`config.mk`:
```
export PLATFORM = sky130hd
export DESIGN_NAME = i2c_master_bit_sequencer
export DESIGN_NICKNAME = d
export VERILOG_FILES = /design/src/rtl/i2cm_pkg.sv /design/src/rtl/i2cm_front.sv /design/src/rtl/i2cm_queue.sv /design/src/rtl/i2cm_back.sv /design/src/rtl/i2c_master_bit_sequencer.sv
export SDC_FILE = /design/constraint.sdc
export NUM_CORES = 1
export LEC_CHECK = 0
export BUFFER_PORTS_ARGS = -buffer_cell sky130_fd_sc_hd__buf_2
export CORE_MARGIN = 2
export CORE_UTILIZATION = 40
export CTS_CLUSTER_SIZE = 12
export DETAILED_ROUTE_END_ITERATION = 16
export GPL_TIMING_DRIVEN = 0
export SYNTH_ARGS = -nofsm -noshare
export SYNTH_HDL_FRONTEND = slang
export SYNTH_SLANG_ARGS = --single-unit
```
`constraint.sdc`:
```
create_clock -name clk -period 2 [get_ports clk]
set_input_delay 0.4 -clock clk [delete_from_list [all_inputs] [get_ports clk]]
set_output_delay 0.4 -clock clk [all_outputs]
set_load 0.005 [all_outputs]
```
`src/rtl/i2cm_pkg.sv`:
```
// Shared constants, opcodes and queue entry type for the I2C bit sequencer.
`default_nettype none

package i2cm_pkg;

  localparam int BITS_PER_BYTE = 8;
  // Longest phase run: two phases per bit plus ack slot and closing phases.
  localparam int PHASE_MAX     = 2 * BITS_PER_BYTE + 3;
  localparam int LEN_W         = $clog2(PHASE_MAX + 1);
  localparam int SB_W          = BITS_PER_BYTE + 1;

  localparam int START_LEN     = 4;
  localparam int STOP_LEN      = 3;
  localparam int BYTE_LEN      = PHASE_MAX;

  // Command queue between front and back
  localparam int QDEPTH        = 2;
  localparam int QPTR_W        = $clog2(QDEPTH);
  localparam int QCNT_W        = $clog2(QDEPTH + 1);

  localparam logic [1:0] OP_START = 2'd0;
  localparam logic [1:0] OP_STOP  = 2'd1;
  localparam logic [1:0] OP_WRITE = 2'd2;
  localparam logic [1:0] OP_READ  = 2'd3;

  // One decoded request: phase patterns (bit 0 first), run length, results.
  typedef struct packed {
    logic [PHASE_MAX-1:0]     scl_pat;
    logic [PHASE_MAX-1:0]     sda_pat;
    logic [LEN_W-1:0]         len;
    logic                     follow;   // first phase keeps the current SCL level
    logic [BITS_PER_BYTE-1:0] rx_byte;
    logic                     nack;
  } cmd_t;

endpackage

`default_nettype wire

```
`src/rtl/i2cm_front.sv`:
```
// Front end: accepts a request and expands it into phase patterns.
`default_nettype none

module i2cm_front (
  input  wire logic                              in_valid,
  output logic                                   in_ready,
  input  wire logic [1:0]                        in_op,
  input  wire logic [i2cm_pkg::BITS_PER_BYTE-1:0] in_tx_byte,
  input  wire logic [i2cm_pkg::SB_W-1:0]         in_slave_bits,
  input  wire logic                              q_ready,
  output logic                                   q_push,
  output i2cm_pkg::cmd_t                         q_entry
);
  import i2cm_pkg::*;

  // Handshake passes straight to the queue
  assign in_ready = q_ready;
  assign q_push   = in_valid && q_ready;

  // Decode opcode into per-phase SCL/SDA levels
  always_comb begin
    q_entry = '0;
    case (in_op)
      OP_START: begin
        q_entry.len     = LEN_W'(START_LEN);
        q_entry.follow  = 1'b1;
        q_entry.scl_pat[1] = 1'b1;
        q_entry.scl_pat[2] = 1'b1;
        q_entry.sda_pat[0] = 1'b1;
        q_entry.sda_pat[1] = 1'b1;
      end
      OP_STOP: begin
        q_entry.len     = LEN_W'(STOP_LEN);
        q_entry.follow  = 1'b1;
        q_entry.scl_pat[1] = 1'b1;
        q_entry.scl_pat[2] = 1'b1;
        q_entry.sda_pat[2] = 1'b1;
      end
      OP_WRITE: begin
        q_entry.len  = LEN_W'(BYTE_LEN);
        q_entry.nack = in_slave_bits[0];
        for (int i = 0; i < BITS_PER_BYTE; i++) begin
          q_entry.scl_pat[2*i+1] = 1'b1;
          q_entry.sda_pat[2*i]   = in_tx_byte[BITS_PER_BYTE-1-i];
          q_entry.sda_pat[2*i+1] = in_tx_byte[BITS_PER_BYTE-1-i];
        end
        // ack slot: release SDA, clock once, drop SCL
        q_entry.sda_pat[2*BITS_PER_BYTE]   = 1'b1;
        q_entry.scl_pat[2*BITS_PER_BYTE+1] = 1'b1;
        q_entry.sda_pat[2*BITS_PER_BYTE+1] = 1'b1;
        q_entry.sda_pat[2*BITS_PER_BYTE+2] = 1'b1;
      end
      OP_READ: begin
        q_entry.len     = LEN_W'(BYTE_LEN);
        q_entry.rx_byte = in_slave_bits[BITS_PER_BYTE:1];
        q_entry.sda_pat[0] = 1'b1;
        for (int i = 0; i < BITS_PER_BYTE; i++) begin
          q_entry.scl_pat[2*i+1] = 1'b1;
          q_entry.sda_pat[2*i+1] = 1'b1;
          q_entry.sda_pat[2*i+2] = (i != BITS_PER_BYTE - 1);
        end
        // master ack: SDA held low across one clock
        q_entry.scl_pat[2*BITS_PER_BYTE+1] = 1'b1;
        q_entry.sda_pat[2*BITS_PER_BYTE+2] = 1'b1;
      end
      default: q_entry = '0;
    endcase
  end

endmodule

`default_nettype wire

```
`src/rtl/i2cm_queue.sv`:
```
// Short request queue between the front end and the phase sequencer.
`default_nettype none

module i2cm_queue (
  input  wire logic            clk,
  input  wire logic            rst_n,
  input  wire logic            push,
  input  wire i2cm_pkg::cmd_t  push_entry,
  output logic                 push_ready,
  input  wire logic            pop,
  output logic                 head_valid,
  output i2cm_pkg::cmd_t       head_entry
);
  import i2cm_pkg::*;

  cmd_t              mem_r [QDEPTH];
  logic [QPTR_W-1:0] wr_ptr_r, wr_ptr_nxt;
  logic [QPTR_W-1:0] rd_ptr_r, rd_ptr_nxt;
  logic [QCNT_W-1:0] count_r, count_nxt;

  assign push_ready = (count_r != QCNT_W'(QDEPTH));
  assign head_valid = (count_r != '0);
  assign head_entry = mem_r[rd_ptr_r];

  // Pointer and fill count update
  always_comb begin
    wr_ptr_nxt = wr_ptr_r;
    rd_ptr_nxt = rd_ptr_r;
    count_nxt  = count_r;
    if (push) begin
      wr_ptr_nxt = (wr_ptr_r == QPTR_W'(QDEPTH - 1)) ? '0 : wr_ptr_r + QPTR_W'(1);
    end
    if (pop) begin
      rd_ptr_nxt = (rd_ptr_r == QPTR_W'(QDEPTH - 1)) ? '0 : rd_ptr_r + QPTR_W'(1);
    end
    if (push && !pop) begin
      count_nxt = count_r + QCNT_W'(1);
    end else if (pop && !push) begin
      count_nxt = count_r - QCNT_W'(1);
    end
  end

  always_ff @(posedge clk) begin
    if (!rst_n) begin
      wr_ptr_r <= '0;
      rd_ptr_r <= '0;
      count_r  <= '0;
    end else begin
      wr_ptr_r <= wr_ptr_nxt;
      rd_ptr_r <= rd_ptr_nxt;
      count_r  <= count_nxt;
    end
  end

  // Entry storage
  always_ff @(posedge clk) begin
    if (push) begin
      mem_r[wr_ptr_r] <= push_entry;
    end
  end

endmodule

`default_nettype wire

```
`src/rtl/i2cm_back.sv`:
```
// Back end: plays out one phase per cycle, unless out_ready stalls, into the registered result port.
`default_nettype none

module i2cm_back (
  input  wire logic                               clk,
  input  wire logic                               rst_n,
  input  wire logic                               q_valid,
  input  wire i2cm_pkg::cmd_t                     q_head,
  output logic                                    q_pop,
  output logic                                    out_valid,
  input  wire logic                               out_ready,
  output logic                                    out_scl,
  output logic                                    out_sda,
  output logic                                    out_last,
  output logic [i2cm_pkg::BITS_PER_BYTE-1:0]      out_rx_byte,
  output logic                                    out_nack
);
  import i2cm_pkg::*;

  logic                     active_r, active_nxt;
  logic [LEN_W-1:0]         cnt_r, cnt_nxt;
  logic [PHASE_MAX-1:0]     scl_sh_r, scl_sh_nxt;
  logic [PHASE_MAX-1:0]     sda_sh_r, sda_sh_nxt;
  logic [BITS_PER_BYTE-1:0] rx_r, rx_nxt;
  logic                     nack_r, nack_nxt;
  logic                     scl_level_r, scl_level_nxt;

  logic                     out_valid_r, out_valid_nxt;
  logic                     out_scl_r, out_scl_nxt;
  logic                     out_sda_r, out_sda_nxt;
  logic                     out_last_r, out_last_nxt;
  logic [BITS_PER_BYTE-1:0] out_rx_r, out_rx_nxt;
  logic                     out_nack_r, out_nack_nxt;

  logic produce;
  logic emit;
  logic ph_scl, ph_sda, ph_last, ph_nack;
  logic [BITS_PER_BYTE-1:0] ph_rx;

  // Output register free or being drained this cycle
  assign produce = !out_valid_r || out_ready;
  assign emit    = produce && (active_r || q_valid);
  assign q_pop   = produce && !active_r && q_valid;

  // Current phase: from the running request, or the first phase of the head
  always_comb begin
    if (active_r) begin
      ph_scl  = scl_sh_r[0];
      ph_sda  = sda_sh_r[0];
      ph_last = (cnt_r == LEN_W'(1));
      ph_rx   = ph_last ? rx_r : '0;
      ph_nack = ph_last && nack_r;
    end else begin
      ph_scl  = q_head.follow ? scl_level_r : q_head.scl_pat[0];
      ph_sda  = q_head.sda_pat[0];
      ph_last = 1'b0;
      ph_rx   = '0;
      ph_nack = 1'b0;
    end
  end

  // Sequencer next state
  always_comb begin
    active_nxt    = active_r;
    cnt_nxt       = cnt_r;
    scl_sh_nxt    = scl_sh_r;
    sda_sh_nxt    = sda_sh_r;
    rx_nxt        = rx_r;
    nack_nxt      = nack_r;
    scl_level_nxt = scl_level_r;
    out_valid_nxt = out_valid_r;
    out_scl_nxt   = out_scl_r;
    out_sda_nxt   = out_sda_r;
    out_last_nxt  = out_last_r;
    out_rx_nxt    = out_rx_r;
    out_nack_nxt  = out_nack_r;

    if (q_pop) begin
      active_nxt = 1'b1;
      cnt_nxt    = q_head.len - LEN_W'(1);
      scl_sh_nxt = q_head.scl_pat >> 1;
      sda_sh_nxt = q_head.sda_pat >> 1;
      rx_nxt     = q_head.rx_byte;
      nack_nxt   = q_head.nack;
    end else if (emit) begin
      cnt_nxt    = cnt_r - LEN_W'(1);
      scl_sh_nxt = scl_sh_r >> 1;
      sda_sh_nxt = sda_sh_r >> 1;
      if (cnt_r == LEN_W'(1)) begin
        active_nxt = 1'b0;
      end
    end

    if (emit) begin
      scl_level_nxt = ph_scl;
      out_valid_nxt = 1'b1;
      out_scl_nxt   = ph_scl;
      out_sda_nxt   = ph_sda;
      out_last_nxt  = ph_last;
      out_rx_nxt    = ph_rx;
      out_nack_nxt  = ph_nack;
    end else if (out_ready) begin
      out_valid_nxt = 1'b0;
    end
  end

  // Control registers
  always_ff @(posedge clk) begin
    if (!rst_n) begin
      active_r    <= 1'b0;
      cnt_r       <= '0;
      scl_level_r <= 1'b1;
      out_valid_r <= 1'b0;
    end else begin
      active_r    <= active_nxt;
      cnt_r       <= cnt_nxt;
      scl_level_r <= scl_level_nxt;
      out_valid_r <= out_valid_nxt;
    end
  end

  // Payload registers
  always_ff @(posedge clk) begin
    scl_sh_r   <= scl_sh_nxt;
    sda_sh_r   <= sda_sh_nxt;
    rx_r       <= rx_nxt;
    nack_r     <= nack_nxt;
    out_scl_r  <= out_scl_nxt;
    out_sda_r  <= out_sda_nxt;
    out_last_r <= out_last_nxt;
    out_rx_r   <= out_rx_nxt;
    out_nack_r <= out_nack_nxt;
  end

  assign out_valid   = out_valid_r;
  assign out_scl     = out_scl_r;
  assign out_sda     = out_sda_r;
  assign out_last    = out_last_r;
  assign out_rx_byte = out_rx_r;
  assign out_nack    = out_nack_r;

`ifndef ASSERT_OFF
  // A running request always has phases left
  a_active_cnt: assert property (@(posedge clk) disable iff (!rst_n)
    active_r |-> (cnt_r != '0))
    else $error("sequencer active with zero phases left");

  // Taking a request from the queue starts a run
  a_pop_starts: assert property (@(posedge clk) disable iff (!rst_n)
    q_pop |=> active_r)
    else $error("request popped but sequencer not running");

  // Result fields only appear on a closing phase with SCL low
  a_result_last: assert property (@(posedge clk) disable iff (!rst_n)
    (out_valid_r && ((out_rx_r != '0) || out_nack_r)) |-> (out_last_r && !out_scl_r))
    else $error("rx_byte or nack set outside the closing phase");
`endif

endmodule

`default_nettype wire

```
`src/rtl/i2c_master_bit_sequencer.sv`:
```
// Top level of the byte-level I2C master phase sequencer.
`default_nettype none

// Each accepted request (start, stop, write byte, read byte with ack) becomes
// a run of SCL/SDA phases on the out_ port, one phase per cycle: start has
// 4 phases, stop 3, write and read 19 each. The back-end sequencer emits one
// phase per cycle and is the only rate limit; runs of queued requests follow
// each other with no gap, and out_ready stalls stretch a run by the stall
// length. A two-entry request queue lets new requests be taken while a run
// plays out. out_last marks the final phase of a run, which carries rx_byte
// for a read and nack for a write; both are zero elsewhere. SCL is tracked as
// released after reset, and a start or stop issued with SCL high keeps SCL
// high on its first phase so the SDA edge forms a bus condition.
module i2c_master_bit_sequencer (
  input  wire logic                               clk,
  input  wire logic                               rst_n,
  input  wire logic                               in_valid,
  output logic                                    in_ready,
  input  wire logic [1:0]                         in_op,
  input  wire logic [i2cm_pkg::BITS_PER_BYTE-1:0] in_tx_byte,
  input  wire logic [i2cm_pkg::SB_W-1:0]          in_slave_bits,
  output logic                                    out_valid,
  input  wire logic                               out_ready,
  output logic                                    out_scl,
  output logic                                    out_sda,
  output logic                                    out_last,
  output logic [i2cm_pkg::BITS_PER_BYTE-1:0]      out_rx_byte,
  output logic                                    out_nack
);
  import i2cm_pkg::*;

  logic q_push, q_ready, q_pop, q_valid;
  cmd_t q_entry, q_head;

  // Request decode
  i2cm_front u_front (
    .in_valid      (in_valid),
    .in_ready      (in_ready),
    .in_op         (in_op),
    .in_tx_byte    (in_tx_byte),
    .in_slave_bits (in_slave_bits),
    .q_ready       (q_ready),
    .q_push        (q_push),
    .q_entry       (q_entry)
  );

  // Decoupling queue
  i2cm_queue u_queue (
    .clk        (clk),
    .rst_n      (rst_n),
    .push       (q_push),
    .push_entry (q_entry),
    .push_ready (q_ready),
    .pop        (q_pop),
    .head_valid (q_valid),
    .head_entry (q_head)
  );

  // Phase sequencer and result register
  i2cm_back u_back (
    .clk         (clk),
    .rst_n       (rst_n),
    .q_valid     (q_valid),
    .q_head      (q_head),
    .q_pop       (q_pop),
    .out_valid   (out_valid),
    .out_ready   (out_ready),
    .out_scl     (out_scl),
    .out_sda     (out_sda),
    .out_last    (out_last),
    .out_rx_byte (out_rx_byte),
    .out_nack    (out_nack)
  );

endmodule

`default_nettype wire
```
* Word-level counts from Yosys, hierarchy flattened *
Memories as Yosys holds them, arrays and structs flattened. A register that Yosys moved wholly into a read port is not among the register bits.
Cells that the tools add are included.

storage, ports and cells
  memories kept = 1
  input port bits = 23
  logic and storage cells = 86
  output and inout bits = 14
  register bits = 69
  bits in writable memories = 88

memory list
  name           words  width  rd ports  clocked after Yosys merged registers in  write ports  line              text
  u_queue.mem_r  2      44     1         1                                        1            i2cm_queue.sv:16  cmd_t mem_r [QDEPTH];

operators by class
  equal/unequal tests = 5
  add/sub/neg operators = 6
  muxes and demuxes = 32
  reduce and logical (&&, ||, !) cells = 26

operators by type and width
  operator                                                               number
  18-bit two-way mux                                                     4
  14-bit case mux with 2 select lines                                    1
  1-bit two-way mux                                                      19
  5-bit case mux with 3 select lines                                     1
  5-bit two-way mux                                                      2
  2-bit nonzero test                                                     5
  5-bit by 1-bit subtractor with 5-bit output, second input constant     2
  8-bit two-way mux                                                      1
  2-bit OR reduction                                                     4
  1-bit logical AND                                                      7
  5-bit by 1-bit equality test with 1-bit output, second input constant  1
  2-bit equality test, second input constant                             2
  1-bit zero test                                                        4
  2-bit two-way mux                                                      2
  2-bit case mux with 2 select lines                                     1
  2-bit AND reduction                                                    2
  4-bit OR reduction                                                     1
  1-bit adder, second input constant                                     2
  2-bit by 1-bit adder with 2-bit output, second input constant          1
  2-bit by 1-bit equality test with 1-bit output, second input constant  1
  2-bit zero test                                                        1
  1-bit logical OR                                                       2
  2-bit inequality test, second input constant                           1
  1-bit case mux with 2 select lines                                     1
  2-bit by 1-bit subtractor with 2-bit output, second input constant     1

* Depth between registers and ports, before layout *
  depth after elaboration = 7
  depth in mapped cells = 8
  gate-level depth less buffers = 7

* Modules after synthesis *
A second synthesis with hierarchy kept.

second synthesis, totals
  cells, all modules = 515
  area total of the unflattened synthesis = 7383.3 um^2

modules (own cells, without submodules)
  module      seq. area each (um^2)  cells an instance  times used  area each (um^2)
  i2cm_queue  3283.1                 187                1           4060.1
  i2cm_back   1871.8                 253                1           2798.9
  i2cm_front  0.0                    75                 1           524.3

* Least setup slack after synthesis *
Ideal clock, no wire load.

  path kind = flip-flop to flip-flop
  from = register u_queue.count_r[0]
  to = memory u_queue.mem_r[0][0] in the netlist's numbering, enable pin
  clock period less this slack = 2.062 ns
  slack = -0.062 ns
  data arrival time = 1.659 ns
  required time = 1.597 ns
  cell stages (with the launch flop) = 4
  path buffers = 0
  setup time = 0.403 ns
  cell sequence = dfxtp_1 -> nand2b_1 -> nand2_1 -> nor2_1

between the ends
  cells in the longest elaborated chain, start to end = 4

ends and longest elaborated chain
  element                                  line                            text
  start, declared                          i2cm_queue.sv:19                logic [QCNT_W-1:0] count_r, count_nxt;
  start signal, assigned                   i2cm_queue.sv:51                count_r <= count_nxt;
  2-bit inequality test                    i2cm_queue.sv:21                assign push_ready = (count_r != QCNT_W'(QDEPTH));
  net in_ready                             i2c_master_bit_sequencer.sv:18  output logic in_ready,
  1-bit logical AND                        i2cm_front.sv:18                assign q_push = in_valid && q_ready;
  1-bit two-way mux                        i2cm_queue.sv:57                if (push) begin
  1-bit two-way mux (not written as such)  i2cm_queue.sv:58                mem_r[wr_ptr_r] <= push_entry;
  end, declared                            i2cm_queue.sv:16

The timed path passes the listed nets, and every way through them passes these cells.

* Worst setup path after layout *
  from = register u_back.out_valid_r (netlist: u_back.out_valid)
  to = register u_queue.count_r[1]

between the ends
  cells in the longest elaborated chain, start to end = 7
  elaborated cells on any way between the ends = 9
  classes of those cells = mux (1); reduce/logical (8)

ends and longest elaborated chain
  element                                                  line              text
  start, declared                                          i2cm_back.sv:28   logic out_valid_r, out_valid_nxt;
  start signal, assigned                                   i2cm_back.sv:118  out_valid_r <= out_valid_nxt;
  1-bit zero test *                                        i2cm_back.sv:41   assign produce = !out_valid_r || out_ready;
  1-bit logical OR *                                       i2cm_back.sv:41
  1-bit logical AND * (2 in series)                        i2cm_back.sv:43   assign q_pop = produce && !active_r && q_valid;
  1-bit zero test                                          i2cm_queue.sv:36  if (push && !pop) begin
  1-bit logical AND                                        i2cm_queue.sv:36
  2-bit two-way mux or 2-bit nonzero test (tied branches)  -

Mark *: on every way between the ends. The rest lies on a longest branch, timed or not.
A chain may end at the register's enable or synchronous reset.

==> impl_metrics.py <==
metrics = {
    "placement": {
        "dp_hpwl_um": 5150,
        "port_buffers": 36,
        "finalWeightedCongestion": 0.785,
    },
    "routing": {
        "drc": 0,
        "drt_iter0_drc": 138,
        "vias_per_cell": 4.85,
        "wl_um": 7760,
        "drt-wirelength-per-cell_um": 14.6,
        "drtPass1Iterations": 5,
        "num_vias": 2575,
        "antenna_left": 0,
    },
    "timing": {
        "hold_viol": 0,
        "rsz0062_at_grt": "no",
        "fin_setup_tns_ns": 0,
        "timing.fmax_mhz": 524,
        "tightest_slew_ns": 0.695,
        "fin_crit_ns": 1.91,
        "fin_crit_sh": 0.954,
        "final_max_slew_viol_count": 0,
        "setup_viol": 0,
        "slew-limit-headroom": 0.535,
        "skew_ns": 0.00668,
    },
    "setup_path": {
        "reg2reg_from": "u_back.out_valid$_SDFFE_PN0P_",
        "crit_fanout": 19,
        "cp-start-kind": "flop",
        "end_kind": "flop",
        "arrival_ns": 2.23,
        "crit_start": "u_back.out_valid$_SDFFE_PN0P_",
        "critPathKind": "flop to flop",
        "critPathRequiredTime_ns": 2.32,
        "r2r_slack_ns": 0.09,
    },
    "layout": {
        "area_growth_pct": 22.0,
        "mostFrequentLayoutCell": "edfxtp_1",
        "fin_nets": 406,
        "fillers": 1007,
        "final_layout_size_suffix_gt1_frac": 0.242,
        "diodes": 0,
        "layout_common_cells": "101 x edfxtp_1, 37 x buf_2, 32 x nor2_1",
        "final_util": 0.495,
    },
    "synth": {
        "yosys_most_used_dff": "edfxtp_1",
        "ys_warn_count": 0,
        "yosysUniqueCellTypes": 42,
        "synthArstFlopShare": 0,
        "synth_top_area_share": 0.660,
        "yosysSeqAreaShare": 0.717,
        "synth_edf_count": 101,
        "syn_inst": 317,
        "synth_top_area_cell": "edfxtp_1",
        "syn_avg_cell_area_um2": 14.5,
        "syn_area_mm2": 0.00459,
        "ys_ff_latch": 114,
        "synth.area.top_cells": "edfxtp_1 66%, dfxtp_1 5.7%, and2_1 2.9%, nor2_1 2.7%, mux2_2 2.2%",
        "synth_fp_nets": 348,
    },
    "global_route": {
        "grt-ovfl-total": 0,
        "antenna_found_initial": 0,
        "grt_pass1_wl_um": 12900,
        "grtUsageTotal": 0.137,
        "grt_max_degree": 24,
        "grt_pass1_vias": 2615,
    },
    "die": {
        "core-area_mm2": 0.0113,
        "io_pins": 37,
        "initial_utilization": 0.406,
        "die_w_um": 111,
        "die_y_um": 111,
        "design.die.area_mm2": 0.0124,
        "rows": 39,
    },
    "clock_tree": {
        "clk_latency_ns": 0.40,
        "clk_pin_slew_ns": 0.05,
        "hold_buffers": 0,
        "cts-buffers-inserted": 17,
        "h-tree-depth": 4,
        "cts_buffer_depth": 2,
        "clock_sinks": 114,
        "clock-root-buffer": "clkbuf_16",
        "cts_tree": "yes",
    },
    "power": {
        "p_leak_nw": 2.13,
        "power_density_mw_per_mm2": 1690,
        "vdd_ir_drop_max_mv": 0.686,
    },
    "worst_hold_path": {
        "min-delay-start": "rst_n",
        "min_path_type": "input port to flop",
    },
    "status": {
        "status": "finished clean",
    },
    "run": {
        "drv_cap": 0,
    },
}
## power by group
part | internal, mW | leakage, nW | switching (mW)
registers | 3.84 | 1.08 | 0.277
logic | 0.986 | 0.774 | 1.48
clock network | 1.93 | 0.278 | 0.975
## cells in the mapped netlist (all sizes together) (9+ instances only)
master  count
edfxtp    101
nor2       33
and2       21
dfxtp      13
inv        11
nand2      11
and3       10
mux2        9
nor2b       9
o21a        9
o21ai       9
## flip-flops by register name, summed over array words and instances (netlist names), named ones only
| name | count |
|---|---|
| u_queue.mem_r | 46 |
| u_back.scl_sh_r | 17 |
| u_back.sda_sh_r | 17 |
| u_back.out_rx_byte | 8 |
| u_back.rx_r | 8 |
| u_back.cnt_r | 5 |
| u_queue.count_r | 2 |
| u_back.active_r | 1 |
| u_back.nack_r | 1 |
| u_back.out_last | 1 |
| u_back.out_nack | 1 |
| u_back.out_scl | 1 |
| u_back.out_sda | 1 |
| u_back.out_valid | 1 |
| u_back.scl_level_r | 1 |
| u_queue.rd_ptr_r | 1 |
| u_queue.wr_ptr_r | 1 |
## worst max-delay path: stages, from the launching register on
cell and delay [ns]:
dfxtp_1 0.31, nor2b_2 0.18, or3_1 0.37, buf_6 0.18
ha_4 0.26, or3_1 0.35, a21boi_0 0.18
## worst paths after layout
| kind | endpoint | cells past startpoint |
|---|---|---|
| worst max-delay path | u_queue.count_r[1]$_SDFFE_PN0P_ | 6 |
| worst min-delay path | u_back.cnt_r[3]$_SDFFE_PN0P_ | 3 |
| worst max register to register | u_queue.count_r[1]$_SDFFE_PN0P_ | 6 |
| worst min register to register | u_back.scl_level_r$_SDFFE_PN1P_ | 2 |
## repair_timing
item / in CTS / in global routing
buffers inserted: 4 / 0
setup endpoints to repair: 61 / 41
gates cloned: 1 / 0
resized for setup: 4 / 6
## kinds of logic after synthesis
kind of cell,synth area share
buffers and inverters,0.0272
xor gates and xnor gates,0.00954
AOI/OAI and AO/OA,0.0730
and+or+nand+nor,0.112
DFF,0.717
muxes,0.0395
adders and majority gates,0.0218
## through the flow
step	hold WS [ns]	power [mW]	setup slack (ns)	cells	instance area [um2]
after floorplan	0.455	5.77	0.0376	317	4610
after global placement	0.469	6.43	-0.419	496	4970
after detailed placement	0.496	6.53	-0.483	496	4970
after CTS	0.270	9.57	0.00298	531	5580
after global routing	0.279	10.1	0.0123	531	5600
final	0.281	9.50	0.0917	531	5600
## metal layers
layer,vias to the layer above,wire length [um],track usage
met1,1240,3580,0.170
met3,9,324,0.0481
met2,54,3730,0.218
met5,-,0,0
li1,1272,-,-
met4,0,118,0.0593
## layout make-up
type	count	area, um2	area share
plain buffers	12	72.6	0.0130
clock buffers	20	437	0.0779
clock inverters	12	140	0.0250
inverters	12	53.8	0.00960
multi-input cells	177	1210	0.216
flip-flops and latches	114	3290	0.588
well taps	143	179	0.0319
repair buffers	40	210	0.0375
repair inverters	1	7.51	0.00134
Note: power is estimated with default switching activity, not from simulation.
